File: config.mk
export PLATFORM = sky130hd
export DESIGN_NAME = fasta_record_index_scanner_core
export DESIGN_NICKNAME = d
export VERILOG_FILES = /design/src/hdl/fris_pkg.sv /design/src/hdl/fasta_record_index_scanner_core.sv /design/src/hdl/fris_skid.sv
export SDC_FILE = /design/constraint.sdc
export NUM_CORES = 2
export LEC_CHECK = 0
export BUFFER_PORTS_ARGS = -buffer_cell sky130_fd_sc_hd__buf_2
export CORE_MARGIN = 4
export CORE_UTILIZATION = 45
export DETAILED_ROUTE_END_ITERATION = 7
export GPL_ROUTABILITY_DRIVEN = 0
export SETUP_SLACK_MARGIN = 0.1
export SLEW_MARGIN = 0
export SYNTH_ARGS = -nofsm -noshare
export SYNTH_HDL_FRONTEND = slang
export SYNTH_SLANG_ARGS = --single-unit
File: constraint.sdc
create_clock -name clk -period 69.3 [get_ports clk]
set_clock_uncertainty 0.15 [all_clocks]
set_input_delay 10.395 -clock clk [delete_from_list [all_inputs] [get_ports clk]]
set_output_delay 10.395 -clock clk [all_outputs]
set_load 0.02 [all_outputs]
File: src/hdl/fris_pkg.sv
package fris_pkg;

	// Default width of the byte offset counters.
	localparam int unsigned OFFSET_BITS_DEF = 40;

	// Fixed widths of the result fields.
	localparam int unsigned POS_W  = 40;
	localparam int unsigned LEN_W  = 40;
	localparam int unsigned HLEN_W = 24;
	localparam int unsigned HCNT_W = 16;
	localparam int unsigned LINE_W = 32;

	// Characters with a meaning of their own in the file format.
	localparam logic [7:0] CH_GT  = 8'h3E;
	localparam logic [7:0] CH_NL  = 8'h0A;
	localparam logic [7:0] CH_SEP = 8'h01;
	localparam logic [7:0] CH_SP  = 8'h20;
	localparam logic [7:0] CH_TAB = 8'h09;
	localparam logic [7:0] CH_CR  = 8'h0D;

	// One bit per character code, eight rows of 32 codes each.
	// Row one holds '-', rows two and three hold the letters without J and j.
	localparam logic [31:0] LETTER_MASK [8] = '{
		32'h0000_0000, 32'h0000_2000, 32'h07ff_fbfe, 32'h07ff_fbfe,
		32'h0000_0000, 32'h0000_0000, 32'h0000_0000, 32'h0000_0000
	};

	typedef enum logic [2:0] {
		PH_START,
		PH_HEADER,
		PH_FIRST,
		PH_REST,
		PH_DONE,
		PH_ERROR
	} phase_t;

	typedef enum logic {
		KIND_RECORD = 1'b0,
		KIND_ERROR  = 1'b1
	} kind_t;

	typedef struct packed {
		kind_t              kind;
		logic [POS_W-1:0]   header_start;
		logic [HLEN_W-1:0]  header_length;
		logic [HCNT_W-1:0]  header_count;
		logic [POS_W-1:0]   sequence_start;
		logic [LEN_W-1:0]   raw_length;
		logic [LEN_W-1:0]   letter_count;
		logic [LINE_W-1:0]  line_count;
		logic [LINE_W-1:0]  line_width;
		logic [LINE_W-1:0]  last_width;
		logic               last_record;
	} record_t;

	function automatic logic is_letter(input logic [7:0] ch);
		logic [31:0] row;
		row = LETTER_MASK[ch[7:5]];
		return row[ch[4:0]];
	endfunction

	function automatic logic is_space(input logic [7:0] ch);
		return (ch == CH_SP) || ((ch >= CH_TAB) && (ch <= CH_CR));
	endfunction

endpackage

File: src/hdl/fasta_record_index_scanner_core.sv
// FASTA record index scanner. Feed the file one byte per word on data_byte, then one
// word with end_of_file set; the block returns one descriptor word per record (header
// offset, length and 0x01-separated part count, sequence start after leading
// whitespace, raw and letter lengths, line count, common line width and last-line
// width) or a single error word, after which it stays silent until reset, as it also
// does after the record that end of file closes. Every byte is handled as it arrives
// by the state registers, so a word is accepted in every cycle unless input stalls; a
// result leaves through a two-entry output buffer, and input stalls only when both
// entries hold results that the consumer has not yet taken. Offsets count in OFFSET_BITS
// bits and, like all lengths and counts, saturate at their maximum instead of wrapping.
module fasta_record_index_scanner_core #(
	parameter int unsigned OFFSET_BITS = fris_pkg::OFFSET_BITS_DEF
) (
	input  logic                          clk,
	input  logic                          arst_n,
	input  logic                          in_valid,
	output logic                          in_ready,
	input  logic [7:0]                    data_byte,
	input  logic                          end_of_file,
	output logic                          out_valid,
	input  logic                          out_ready,
	output logic                          result_kind,
	output logic [fris_pkg::POS_W-1:0]    header_start,
	output logic [fris_pkg::HLEN_W-1:0]   header_length,
	output logic [fris_pkg::HCNT_W-1:0]   header_count,
	output logic [fris_pkg::POS_W-1:0]    sequence_start,
	output logic [fris_pkg::LEN_W-1:0]    raw_length,
	output logic [fris_pkg::LEN_W-1:0]    letter_count,
	output logic [fris_pkg::LINE_W-1:0]   line_count,
	output logic [fris_pkg::LINE_W-1:0]   line_width,
	output logic [fris_pkg::LINE_W-1:0]   last_width,
	output logic                          last_record
);

	// The sum that moves the sequence start must hold both an offset and a raw length.
	localparam int unsigned SUM_W =
		((OFFSET_BITS > fris_pkg::LEN_W) ? OFFSET_BITS : fris_pkg::LEN_W) + 1;
	localparam logic [OFFSET_BITS-1:0] OFF_MAX = '1;

	// Scanner state.
	fris_pkg::phase_t               phase_q, phase_nx;
	logic [OFFSET_BITS-1:0]         byte_offset_q, byte_offset_nx;
	logic [OFFSET_BITS-1:0]         hdr_begin_q, hdr_begin_nx;
	logic [fris_pkg::HLEN_W-1:0]    hdr_bytes_q, hdr_bytes_nx;
	logic [fris_pkg::HCNT_W-1:0]    hdr_parts_q, hdr_parts_nx;
	logic [OFFSET_BITS-1:0]         seq_begin_q, seq_begin_nx;
	logic [fris_pkg::LEN_W-1:0]     raw_bytes_q, raw_bytes_nx;
	logic [fris_pkg::LEN_W-1:0]     letters_q, letters_nx;
	logic [fris_pkg::LINE_W-1:0]    lines_q, lines_nx;
	logic [fris_pkg::LINE_W-1:0]    first_width_q, first_width_nx;
	logic [fris_pkg::LINE_W-1:0]    current_width_q, current_width_nx;
	logic                           widths_differ_q, widths_differ_nx;
	logic                           width_tracking_q, width_tracking_nx;

	// Byte decode and saturating increments.
	logic                           in_fire;
	logic                           ch_letter, ch_space, ch_nl, ch_gt, ch_sp, ch_sep;
	logic                           no_letters;
	logic                           gt_ends_record;
	logic [OFFSET_BITS-1:0]         off_inc;
	logic [fris_pkg::HLEN_W-1:0]    hdr_bytes_inc;
	logic [fris_pkg::HCNT_W-1:0]    hdr_parts_inc;
	logic [fris_pkg::LEN_W-1:0]     raw_inc, letters_inc;
	logic [fris_pkg::LINE_W-1:0]    lines_inc, first_width_inc, current_width_inc;
	logic [SUM_W-1:0]               seq_sum;
	logic [OFFSET_BITS-1:0]         seq_moved;

	// Result toward the output buffer.
	logic                           emit_valid;
	fris_pkg::record_t              emit_rec;
	fris_pkg::record_t              cur_rec;
	fris_pkg::record_t              out_rec;

	assign in_fire = in_valid && in_ready;

	assign ch_letter = fris_pkg::is_letter(data_byte);
	assign ch_space  = fris_pkg::is_space(data_byte);
	assign ch_nl     = (data_byte == fris_pkg::CH_NL);
	assign ch_gt     = (data_byte == fris_pkg::CH_GT);
	assign ch_sp     = (data_byte == fris_pkg::CH_SP);
	assign ch_sep    = (data_byte == fris_pkg::CH_SEP);

	assign no_letters = (letters_q == '0);
	// A '>' may close the record only at a line start or after width tracking stops, or once widths differ.
	assign gt_ends_record = (current_width_q == '0) || widths_differ_q;

	assign off_inc           = (&byte_offset_q)   ? byte_offset_q   : byte_offset_q + 1'b1;
	assign hdr_bytes_inc     = (&hdr_bytes_q)     ? hdr_bytes_q     : hdr_bytes_q + 1'b1;
	assign hdr_parts_inc     = (&hdr_parts_q)     ? hdr_parts_q     : hdr_parts_q + 1'b1;
	assign raw_inc           = (&raw_bytes_q)     ? raw_bytes_q     : raw_bytes_q + 1'b1;
	assign letters_inc       = (&letters_q)       ? letters_q       : letters_q + 1'b1;
	assign lines_inc         = (&lines_q)         ? lines_q         : lines_q + 1'b1;
	assign first_width_inc   = (&first_width_q)   ? first_width_q   : first_width_q + 1'b1;
	assign current_width_inc = (&current_width_q) ? current_width_q : current_width_q + 1'b1;

	// Leading whitespace moves the sequence start past everything counted so far.
	assign seq_sum   = SUM_W'(seq_begin_q) + SUM_W'(raw_inc);
	assign seq_moved = (seq_sum > SUM_W'(OFF_MAX)) ? OFF_MAX : seq_sum[OFFSET_BITS-1:0];

	// The descriptor as the state holds it now.
	always_comb begin
		cur_rec                = '0;
		cur_rec.kind           = fris_pkg::KIND_RECORD;
		cur_rec.header_start   = fris_pkg::POS_W'(hdr_begin_q);
		cur_rec.header_length  = hdr_bytes_q;
		cur_rec.header_count   = hdr_parts_q;
		cur_rec.sequence_start = fris_pkg::POS_W'(seq_begin_q);
		cur_rec.raw_length     = raw_bytes_q;
		cur_rec.letter_count   = letters_q;
		cur_rec.line_count     = lines_q;
		cur_rec.line_width     = first_width_q;
		cur_rec.last_width     = current_width_q;
		cur_rec.last_record    = 1'b0;
	end

	// Next phase.
	always_comb begin
		phase_nx = phase_q;
		if (in_fire) begin
			unique case (phase_q)
				fris_pkg::PH_START: begin
					phase_nx = (end_of_file || !ch_gt) ? fris_pkg::PH_ERROR
						: fris_pkg::PH_HEADER;
				end
				fris_pkg::PH_HEADER: begin
					if (end_of_file) begin
						phase_nx = fris_pkg::PH_ERROR;
					end else if (ch_nl) begin
						phase_nx = fris_pkg::PH_FIRST;
					end
				end
				fris_pkg::PH_FIRST: begin
					if (end_of_file) begin
						phase_nx = no_letters ? fris_pkg::PH_ERROR : fris_pkg::PH_DONE;
					end else if (!ch_letter && ch_nl && !no_letters) begin
						phase_nx = fris_pkg::PH_REST;
					end
				end
				fris_pkg::PH_REST: begin
					priority if (end_of_file) begin
						phase_nx = fris_pkg::PH_DONE;
					end else if (ch_letter || ch_nl || ch_sp) begin
						phase_nx = fris_pkg::PH_REST;
					end else if (ch_gt) begin
						phase_nx = gt_ends_record ? fris_pkg::PH_HEADER : fris_pkg::PH_ERROR;
					end else begin
						phase_nx = fris_pkg::PH_ERROR;
					end
				end
				fris_pkg::PH_DONE, fris_pkg::PH_ERROR: begin
					phase_nx = phase_q;
				end
				default: begin
					phase_nx = fris_pkg::PH_ERROR;
				end
			endcase
		end
	end

	// Counter updates and the result that a word causes.
	always_comb begin
		byte_offset_nx    = byte_offset_q;
		hdr_begin_nx      = hdr_begin_q;
		hdr_bytes_nx      = hdr_bytes_q;
		hdr_parts_nx      = hdr_parts_q;
		seq_begin_nx      = seq_begin_q;
		raw_bytes_nx      = raw_bytes_q;
		letters_nx        = letters_q;
		lines_nx          = lines_q;
		first_width_nx    = first_width_q;
		current_width_nx  = current_width_q;
		widths_differ_nx  = widths_differ_q;
		width_tracking_nx = width_tracking_q;
		emit_valid        = 1'b0;
		emit_rec          = cur_rec;

		if (in_fire && (phase_q != fris_pkg::PH_DONE) && (phase_q != fris_pkg::PH_ERROR)) begin
			if (end_of_file) begin
				emit_valid = 1'b1;
				emit_rec.last_record = 1'b1;
				priority if ((phase_q == fris_pkg::PH_FIRST) && !no_letters) begin
					lines_nx = lines_inc;
					emit_rec.line_count = lines_inc;
				end else if (phase_q == fris_pkg::PH_REST) begin
					// An unfinished last line counts only while widths still agree.
					if ((current_width_q != '0) && !widths_differ_q) begin
						lines_nx = lines_inc;
						emit_rec.line_count = lines_inc;
					end
				end else begin
					emit_rec = '0;
					emit_rec.kind = fris_pkg::KIND_ERROR;
				end
			end else begin
				byte_offset_nx = off_inc;
				unique case (phase_q)
					fris_pkg::PH_START: begin
						if (ch_gt) begin
							hdr_begin_nx = off_inc;
							hdr_bytes_nx = '0;
							hdr_parts_nx = fris_pkg::HCNT_W'(1);
						end else begin
							emit_valid    = 1'b1;
							emit_rec      = '0;
							emit_rec.kind = fris_pkg::KIND_ERROR;
						end
					end
					fris_pkg::PH_HEADER: begin
						hdr_bytes_nx = hdr_bytes_inc;
						if (ch_sep) begin
							hdr_parts_nx = hdr_parts_inc;
						end
						if (ch_nl) begin
							seq_begin_nx      = off_inc;
							raw_bytes_nx      = '0;
							letters_nx        = '0;
							lines_nx          = '0;
							first_width_nx    = '0;
							current_width_nx  = '0;
							widths_differ_nx  = 1'b0;
							width_tracking_nx = 1'b1;
						end
					end
					fris_pkg::PH_FIRST: begin
						raw_bytes_nx = raw_inc;
						if (ch_letter) begin
							first_width_nx = first_width_inc;
							letters_nx     = letters_inc;
						end else if (ch_nl && !no_letters) begin
							lines_nx = lines_inc;
						end else if (ch_space && no_letters) begin
							seq_begin_nx = seq_moved;
							raw_bytes_nx = '0;
						end
					end
					fris_pkg::PH_REST: begin
						raw_bytes_nx = raw_inc;
						priority if (ch_letter) begin
							if (width_tracking_q) begin
								if (widths_differ_q) begin
									current_width_nx  = '0;
									first_width_nx    = '0;
									width_tracking_nx = 1'b0;
									widths_differ_nx  = 1'b0;
								end else begin
									current_width_nx = current_width_inc;
								end
							end
							letters_nx = letters_inc;
						end else if (ch_nl) begin
							if (width_tracking_q) begin
								if (current_width_q != first_width_q) begin
									widths_differ_nx = 1'b1;
								end else begin
									current_width_nx = '0;
								end
							end
							lines_nx = lines_inc;
						end else if (ch_gt) begin
							emit_valid = 1'b1;
							if (gt_ends_record) begin
								// The closing '>' counts in the raw length.
								emit_rec.raw_length = raw_inc;
								hdr_begin_nx = off_inc;
								hdr_bytes_nx = '0;
								hdr_parts_nx = fris_pkg::HCNT_W'(1);
							end else begin
								emit_rec      = '0;
								emit_rec.kind = fris_pkg::KIND_ERROR;
							end
						end else if (ch_sp) begin
							if (width_tracking_q) begin
								current_width_nx  = '0;
								first_width_nx    = '0;
								width_tracking_nx = 1'b0;
								widths_differ_nx  = 1'b0;
							end
						end else begin
							emit_valid    = 1'b1;
							emit_rec      = '0;
							emit_rec.kind = fris_pkg::KIND_ERROR;
						end
					end
					default: begin
						emit_valid = 1'b0;
					end
				endcase
			end
		end
	end

	always_ff @(posedge clk or negedge arst_n) begin
		if (!arst_n) begin
			phase_q          <= fris_pkg::PH_START;
			byte_offset_q    <= '0;
			hdr_begin_q      <= '0;
			hdr_bytes_q      <= '0;
			hdr_parts_q      <= '0;
			seq_begin_q      <= '0;
			raw_bytes_q      <= '0;
			letters_q        <= '0;
			lines_q          <= '0;
			first_width_q    <= '0;
			current_width_q  <= '0;
			widths_differ_q  <= 1'b0;
			width_tracking_q <= 1'b1;
		end else begin
			phase_q          <= phase_nx;
			byte_offset_q    <= byte_offset_nx;
			hdr_begin_q      <= hdr_begin_nx;
			hdr_bytes_q      <= hdr_bytes_nx;
			hdr_parts_q      <= hdr_parts_nx;
			seq_begin_q      <= seq_begin_nx;
			raw_bytes_q      <= raw_bytes_nx;
			letters_q        <= letters_nx;
			lines_q          <= lines_nx;
			first_width_q    <= first_width_nx;
			current_width_q  <= current_width_nx;
			widths_differ_q  <= widths_differ_nx;
			width_tracking_q <= width_tracking_nx;
		end
	end

	// Two-entry output buffer: the scanner keeps taking bytes while a result waits.
	fris_skid u_skid (
		.clk       (clk),
		.arst_n    (arst_n),
		.in_valid  (emit_valid),
		.in_ready  (in_ready),
		.in_data   (emit_rec),
		.out_valid (out_valid),
		.out_ready (out_ready),
		.out_data  (out_rec)
	);

	assign result_kind    = out_rec.kind;
	assign header_start   = out_rec.header_start;
	assign header_length  = out_rec.header_length;
	assign header_count   = out_rec.header_count;
	assign sequence_start = out_rec.sequence_start;
	assign raw_length     = out_rec.raw_length;
	assign letter_count   = out_rec.letter_count;
	assign line_count     = out_rec.line_count;
	assign line_width     = out_rec.line_width;
	assign last_width     = out_rec.last_width;
	assign last_record    = out_rec.last_record;

	// An error word leaving the block means the scanner has already locked up.
	assert property (@(posedge clk) disable iff (!arst_n)
		(out_valid && out_ready && result_kind) |-> (phase_q == fris_pkg::PH_ERROR))
	else $error("error word delivered while the scanner is not in its error phase");

	// An error word carries nothing but its kind.
	assert property (@(posedge clk) disable iff (!arst_n)
		(out_valid && result_kind) |-> ((header_start == '0) && (raw_length == '0)
			&& (letter_count == '0) && (line_count == '0) && !last_record))
	else $error("error word carries descriptor fields");

	// The buffer refuses words only when both of its entries are full.
	assert property (@(posedge clk) disable iff (!arst_n)
		!in_ready |-> out_valid)
	else $error("input stalled with an empty output register");

	// After the last record or an error, words change nothing.
	assert property (@(posedge clk) disable iff (!arst_n)
		(in_fire && ((phase_q == fris_pkg::PH_DONE) || (phase_q == fris_pkg::PH_ERROR)))
		|=> ($stable(byte_offset_q) && $stable(phase_q)))
	else $error("scanner state moved after the end of the scan");

endmodule

File: src/hdl/fris_skid.sv
module fris_skid (
	input  logic               clk,
	input  logic               arst_n,
	input  logic               in_valid,
	output logic               in_ready,
	input  fris_pkg::record_t  in_data,
	output logic               out_valid,
	input  logic               out_ready,
	output fris_pkg::record_t  out_data
);

	logic               main_valid_q;
	logic               skid_valid_q;
	fris_pkg::record_t  main_q;
	fris_pkg::record_t  skid_q;
	logic               in_fire;
	logic               main_free;

	assign in_ready  = !skid_valid_q;
	assign in_fire   = in_valid && !skid_valid_q;
	assign main_free = out_ready || !main_valid_q;

	always_ff @(posedge clk or negedge arst_n) begin
		if (!arst_n) begin
			main_valid_q <= 1'b0;
			skid_valid_q <= 1'b0;
		end else if (main_free) begin
			main_valid_q <= skid_valid_q || in_fire;
			skid_valid_q <= 1'b0;
		end else if (in_fire) begin
			skid_valid_q <= 1'b1;
		end
	end

	always_ff @(posedge clk) begin
		if (main_free) begin
			main_q <= skid_valid_q ? skid_q : in_data;
		end else if (in_fire) begin
			skid_q <= in_data;
		end
	end

	assign out_valid = main_valid_q;
	assign out_data  = main_q;

endmodule
; ---- After elaboration in Yosys (flattened, before gate mapping)
; Memory sizes are Yosys's and may differ from the RTL's.
; Index checks and enable logic that the tools add are counted.
[classes]
add_sub_neg = 9
n_lt_le_gt_ge = 5
n_eq_ne = 49
muxes = 126
bitwise = 4
reduce_logical = 60
[ops]
columns = op, n
row1 = $mux W298, 8
row2 = $mux W32, 30
row3 = $mux W40, 19
row4 = $pmux W298 S2, 1
row5 = $mux W201, 2
row6 = $pmux W40 S2, 3
row7 = $pmux W32 S3, 2
row8 = $mux W24, 6
row9 = $mux W137, 1
row10 = $mux W65, 2
row11 = $mux W121, 1
row12 = $add A40 B1 Y40 const B, 3
row13 = $pmux W40 S3, 1
row14 = $reduce_and A40 Y1, 3
row15 = $mux W16, 7
row16 = $add A32 B1 Y32 const B, 3
row17 = $reduce_and A32 Y1, 3
row18 = $pmux W24 S3, 1
row19 = $pmux W32 S2, 1
row20 = $pmux W16 S3, 1
row21 = $add A40 B40 Y41, 1
row22 = $gt A41 B40 Y1 const B, 1
row23 = $logic_not A40 Y1, 1
row24 = $ne A3 B3 Y1 const B, 13
row25 = other kinds (48), 139
[totals]
ff_bits = 939
romBits = 256
in_bits = 13
elab_cells = 291
memories = 1
[mem_list]
columns = name, words, width, rd, rd_clocked_by_memory_dff, write_ports, line_no
row1 = (no name shown), 8, 32, 1, 0, 0, fris_pkg.sv:58  ; row = LETTER_MASK[ch[7:5]];

; ---- Depth between registers and ports, before layout
[logic_depth]
depth_word = 13
ltp_mapped = 24

; ---- Hierarchy
; A second synthesis with hierarchy kept.
[hier_totals]
hier_cells = 3994
hier_area_um2 = 45677.6
[modules_own_cells]
columns = module, instances, cells_each, area_each_um2, seq_area_each_um2
row1 = fasta_record_index_scanner_core, 1, 3059, 23980.5, 8534.4
row2 = fris_skid, 1, 935, 21697.1, 17947.2

; ---- Least setup slack after synthesis
; No wires, ideal clock.
[synth_timing]
path_kind = input to register
startpoint = input out_ready
endpoint = register u_skid.skid_q[0] (netlist bit) (enable)
t_arrival_ns = 44.571
t_required_ns = 65.059
slack_ns = 20.488
cell_stages = 2
cell_sequence = nand2b_1 nor2_1
[synth_between]
elab_chain_len = 3
[synth_rtl]
columns = element, line_no
row1 = start: declaration, fasta_record_index_scanner_core.sv:21  ; input logic out_ready,
row2 = $logic_or A1 B1 Y1, fris_skid.sv:21  ; assign main_free = out_ready || !main_valid_q;
row3 = $not A1 Y1 (no source line), --
row4 = $reduce_and A2 Y1 (no source line), --
row5 = end signal: assignment, fris_skid.sv:39  ; skid_q <= in_data;
row6 = end: declaration, fris_skid.sv:15  ; fris_pkg::record_t skid_q;
; Every way passes these cells.
; A chain may end at the register's enable or synchronous reset.

; ---- Final worst setup path
[layout_timing]
startpoint = input data_byte[0]
endpoint = register u_skid.skid_q[17] (netlist bit) (enable)
[layout_between]
elab_chain_len = 10
elab_cells_between_ends = 15
cone_classes = 3 x eq/ne / 10 x mux / 2 x reduce/logical
[layout_rtl]
columns = element, line_no
row1 = start: declaration, fasta_record_index_scanner_core.sv:18  ; input logic [7:0] data_byte,
row2 = $eq A8 B6 Y1, fasta_record_index_scanner_core.sv:80  ; assign ch_sp = (data_byte == fris_pkg::CH_SP);
row3 = $mux W1, fasta_record_index_scanner_core.sv:271  ; end else if (ch_sp) begin
row4 = $mux W1, fasta_record_index_scanner_core.sv:259  ; end else if (ch_gt) begin
row5 = $mux W1, fasta_record_index_scanner_core.sv:250  ; end else if (ch_nl) begin
row6 = $mux W1, fasta_record_index_scanner_core.sv:238  ; priority if (ch_letter) begin
row7 = $pmux W1 S2 *, fasta_record_index_scanner_core.sv:196  ; unique case (phase_q)
row8 = $mux W1 *, fasta_record_index_scanner_core.sv:178  ; if (end_of_file) begin
row9 = $mux W1 *, fasta_record_index_scanner_core.sv:177  ; if (in_fire && (phase_q != fris_pkg::PH_DONE) && (phase_q != fris_pkg::PH_ERROR)) begin
row10 = $logic_and A1 B1 Y1 *, fris_skid.sv:20  ; assign in_fire = in_valid && !skid_valid_q;
row11 = $reduce_and A2 Y1 (no source line) *, --
; Mark *: on every way between the ends. The rest lies on a longest branch, timed or not. The select of a mux whose other input is x is not followed.

==> flow_summary.yaml <==
outcome:
  status: "complete, no violations"
setup_path:
  endpoint_kind: "register"
  reg2reg_slack_ns: 62.85
  reg2reg_from: "raw_bytes_q[22]"
  critPathLaunchType: "input port"
  cp.arrival_ns: 14.54
  worstSetupStartpoint: "data_byte[0]"
  crit_required_ns: 69.46
  crit_fanout: 71
  crit_type: "input port to register"
synth:
  synth_area_leader_cell: "edfxtp_1"
  synth_top_area_share_pct: 39.22
  ys_seq_area_share_pct: 58.03
  synth_edf_count: 596
  synth_async_sr_flop_share_pct: 36.53
  yosys_warnings: 0
  ys_ff_latch: 939
  synth_cell_type_count: 89
  syn_inst: 4048
  synth.area.top_cells: "edfxtp_1, dfrtp_1, mux2_2"
  syn_area_mm2: 0.04563
  ys.flop_type: "edfxtp_1"
  syn-num-nets: 4113
  avgSynthCellArea_um2: 11.27
cells_and_area:
  layout-drive-gt1-share_pct: 19.47
  finish.instance_area_mm2: 0.05185
  area_growth_pct: 13.64
  fillers: 8856
  layout.nets: 4339
placement:
  place_area_mm2: 0.04838
  dp_hpwl_um: 80400
  pre_cts_ws_ns: 54.17
  port_buffers: 312
clock_tree:
  cts_resized: 0
  cts_root_buf: "clkbuf_16"
  cts_htree_levels: 3
  cts_buffer_depth: 3
  cts_tree: "done"
  clock_sinks: 939
  cts.hold.buffers_added: 0
  worstSkewPairLatency_ns: 0.69
  numCtsBuffers: 103
  cts_setup_buffers: 0
  clkTransAtPathRegs_ns: 0.06
drt:
  routed-via-count: 32000
  wl_um: 120000
  ant_nets: 0
  drtIter0Drc: 2655
  via_per_inst: 5.591
  dr.pass1.iters: 6
  wl_per_cell_um: 20.97
  drc: 0
global_route:
  grt_usage_pct: 22.02
  grt_max_degree: 159
  grt_pass1_wl_um: 185700
  antenna_found_initial: 6
  grt-ovfl-total: 0
  grt_pass1_vias: 30590
pwr:
  ir_drop_mv: 0.01687
  power_density_mw_per_mm2: 22.41
  p_leak_uw: 0.02150
  p_total_uw: 1162
floorplanning:
  start_util_pct: 45.50
  fp.dieH_um: 326.4
  rows: 116
  die_area_mm2: 0.1066
  chipWidth_um: 326.4
  ioPinCount: 313
  core_region_area_mm2: 0.1003
timing:
  period_minus_slack_ns: 14.38
  slew_headroom_pct: 21.98
  rsz0062_at_grt: "false"
  setup_viol: 0
  period_share_pct: 20.75
  drv_slew: 0
  hold_violations: 0
  worst_slack_ns: 54.92
  fmax_mhz: 69.53
  setup_tns_ns: 0
  worst_slew_pin_slew_ns: 1.141
run:
  drv_cap: 0
min_path:
  min_from: "hdr_begin_q[37]"
  hold_class: "register to register"
## sequential cells by signal, summed over array words and instances (netlist names)
| register | cells |
|---|---|
| byte_offset_q | 40 |
| current_width_q | 32 |
| first_width_q | 32 |
| hdr_begin_q | 40 |
| hdr_bytes_q | 24 |
| hdr_parts_q | 16 |
| letters_q | 40 |
| lines_q | 32 |
| phase_q | 3 |
| raw_bytes_q | 40 |
| seq_begin_q | 40 |
| u_skid.out_data | 298 |
| u_skid.out_valid | 1 |
| u_skid.skid_q | 298 |
| u_skid.skid_valid_q | 1 |
| width_tracking_q | 1 |
| widths_differ_q | 1 |
## path summary, 6_finish.rpt
kind                                     endpoint  depth (start not counted)
max in group asynchronous         hdr_begin_q[29]                          3
worst min-delay path              hdr_begin_q[37]                          1
worst min register to register    hdr_begin_q[37]                          1
worst max register to register    seq_begin_q[35]                         19
min in group asynchronous         hdr_bytes_q[16]                          1
worst max-delay path            u_skid.skid_q[17]                         11
## placed cells by master (no fill, tap or decap), drive strengths merged, types with 30 or more instances in the layout
cell type	n
nor2	314
ha	51
nor4	38
inv	70
xor2	90
a21oi	257
and2	231
nand3	150
edfxtp	596
o21ai	294
nor3	47
mux2	282
dfrtp	342
buf	355
or3	37
nand2	359
and3	78
xnor2	165
clkinv	36
nand4	65
o31ai	94
clkbuf	142
a21o	30
## logic make-up (layout without fill, tap and decap cells)
logic type | after synthesis | count (layout) | share of synthesized area, %
muxes | 286 | 286 | 7.047
adders and majority gates | 53 | 53 | 1.464
other | 0 | 1 | 0
xor gates and xnor gates | 255 | 255 | 4.894
and+or+nand+nor | 1408 | 1408 | 15.45
AOI/OAI and AO/OA | 806 | 806 | 10.46
DFF | 939 | 939 | 58.03
buffers and inverters | 301 | 618 | 2.651
## cell usage after synthesis, drive strengths merged (12+ instances only)
master / number
a21o: 30
nand3: 150
clkbuf: 186
inv: 67
edfxtp: 596
nor2b: 23
ha: 51
mux2: 282
or2: 12
a21oi: 257
or3: 37
and4: 14
nor2: 314
buf: 48
nor3: 47
and3: 78
nand2: 359
xnor2: 165
a31oi: 22
nand2b: 17
dfrtp: 342
nand4: 65
nor4: 38
o21ai: 294
and2: 231
o31ai: 94
xor2: 90
## metrics by stage
stage	instances	utilization, %	hold WS, ns
2_1_floorplan	4048	-	0.3160
3_3_place_gp	5526	48.23	0.3464
3_5_place_dp	5526	48.23	0.3463
4_1_cts	5722	51.70	0.3621
5_1_grt	5722	51.70	0.3820
6_report	5723	51.70	0.3601
## metal layers
layer / up-vias / GRT usage [%] / wire length, um
li1: 15150 / - / -
met5: - / 0 / 0
met1: 15810 / 30.71 / 53240
met2: 890 / 36.61 / 58080
met4: 0 / 5.638 / 2582
met3: 151 / 2.907 / 6113
## area by class of cell
cell class	count	area (um2)	share of cell area, %
multi-input cells	2808	18020	34.74
diodes	1	2.502	0.004826
clock buffers	142	2845	5.487
inverters	67	259.0	0.4995
flip-flops and latches	939	26480	51.07
repair buffers	355	1919	3.701
well taps	1357	1698	3.274
clock inverters	54	631.9	1.219
## worst max-delay path, cell delays in order
cell	delay, ns
buf_2	0.14
nor3_1	0.31
a21o_1	0.19
a211o_1	0.39
a41o_1	0.26
and2_1	0.18
o21ai_0	0.16
nor2_4	0.16
buf_4	0.55
buf_4	0.81
buf_4	0.90
## where the power goes
group	internal, uW	total (uW)	switching [uW]
Combinational	1.10	7.13	6.02
Sequential	591	591	0.000000000000381
Clock	333	564	231
Note: power is estimated with default switching activity, not from simulation.
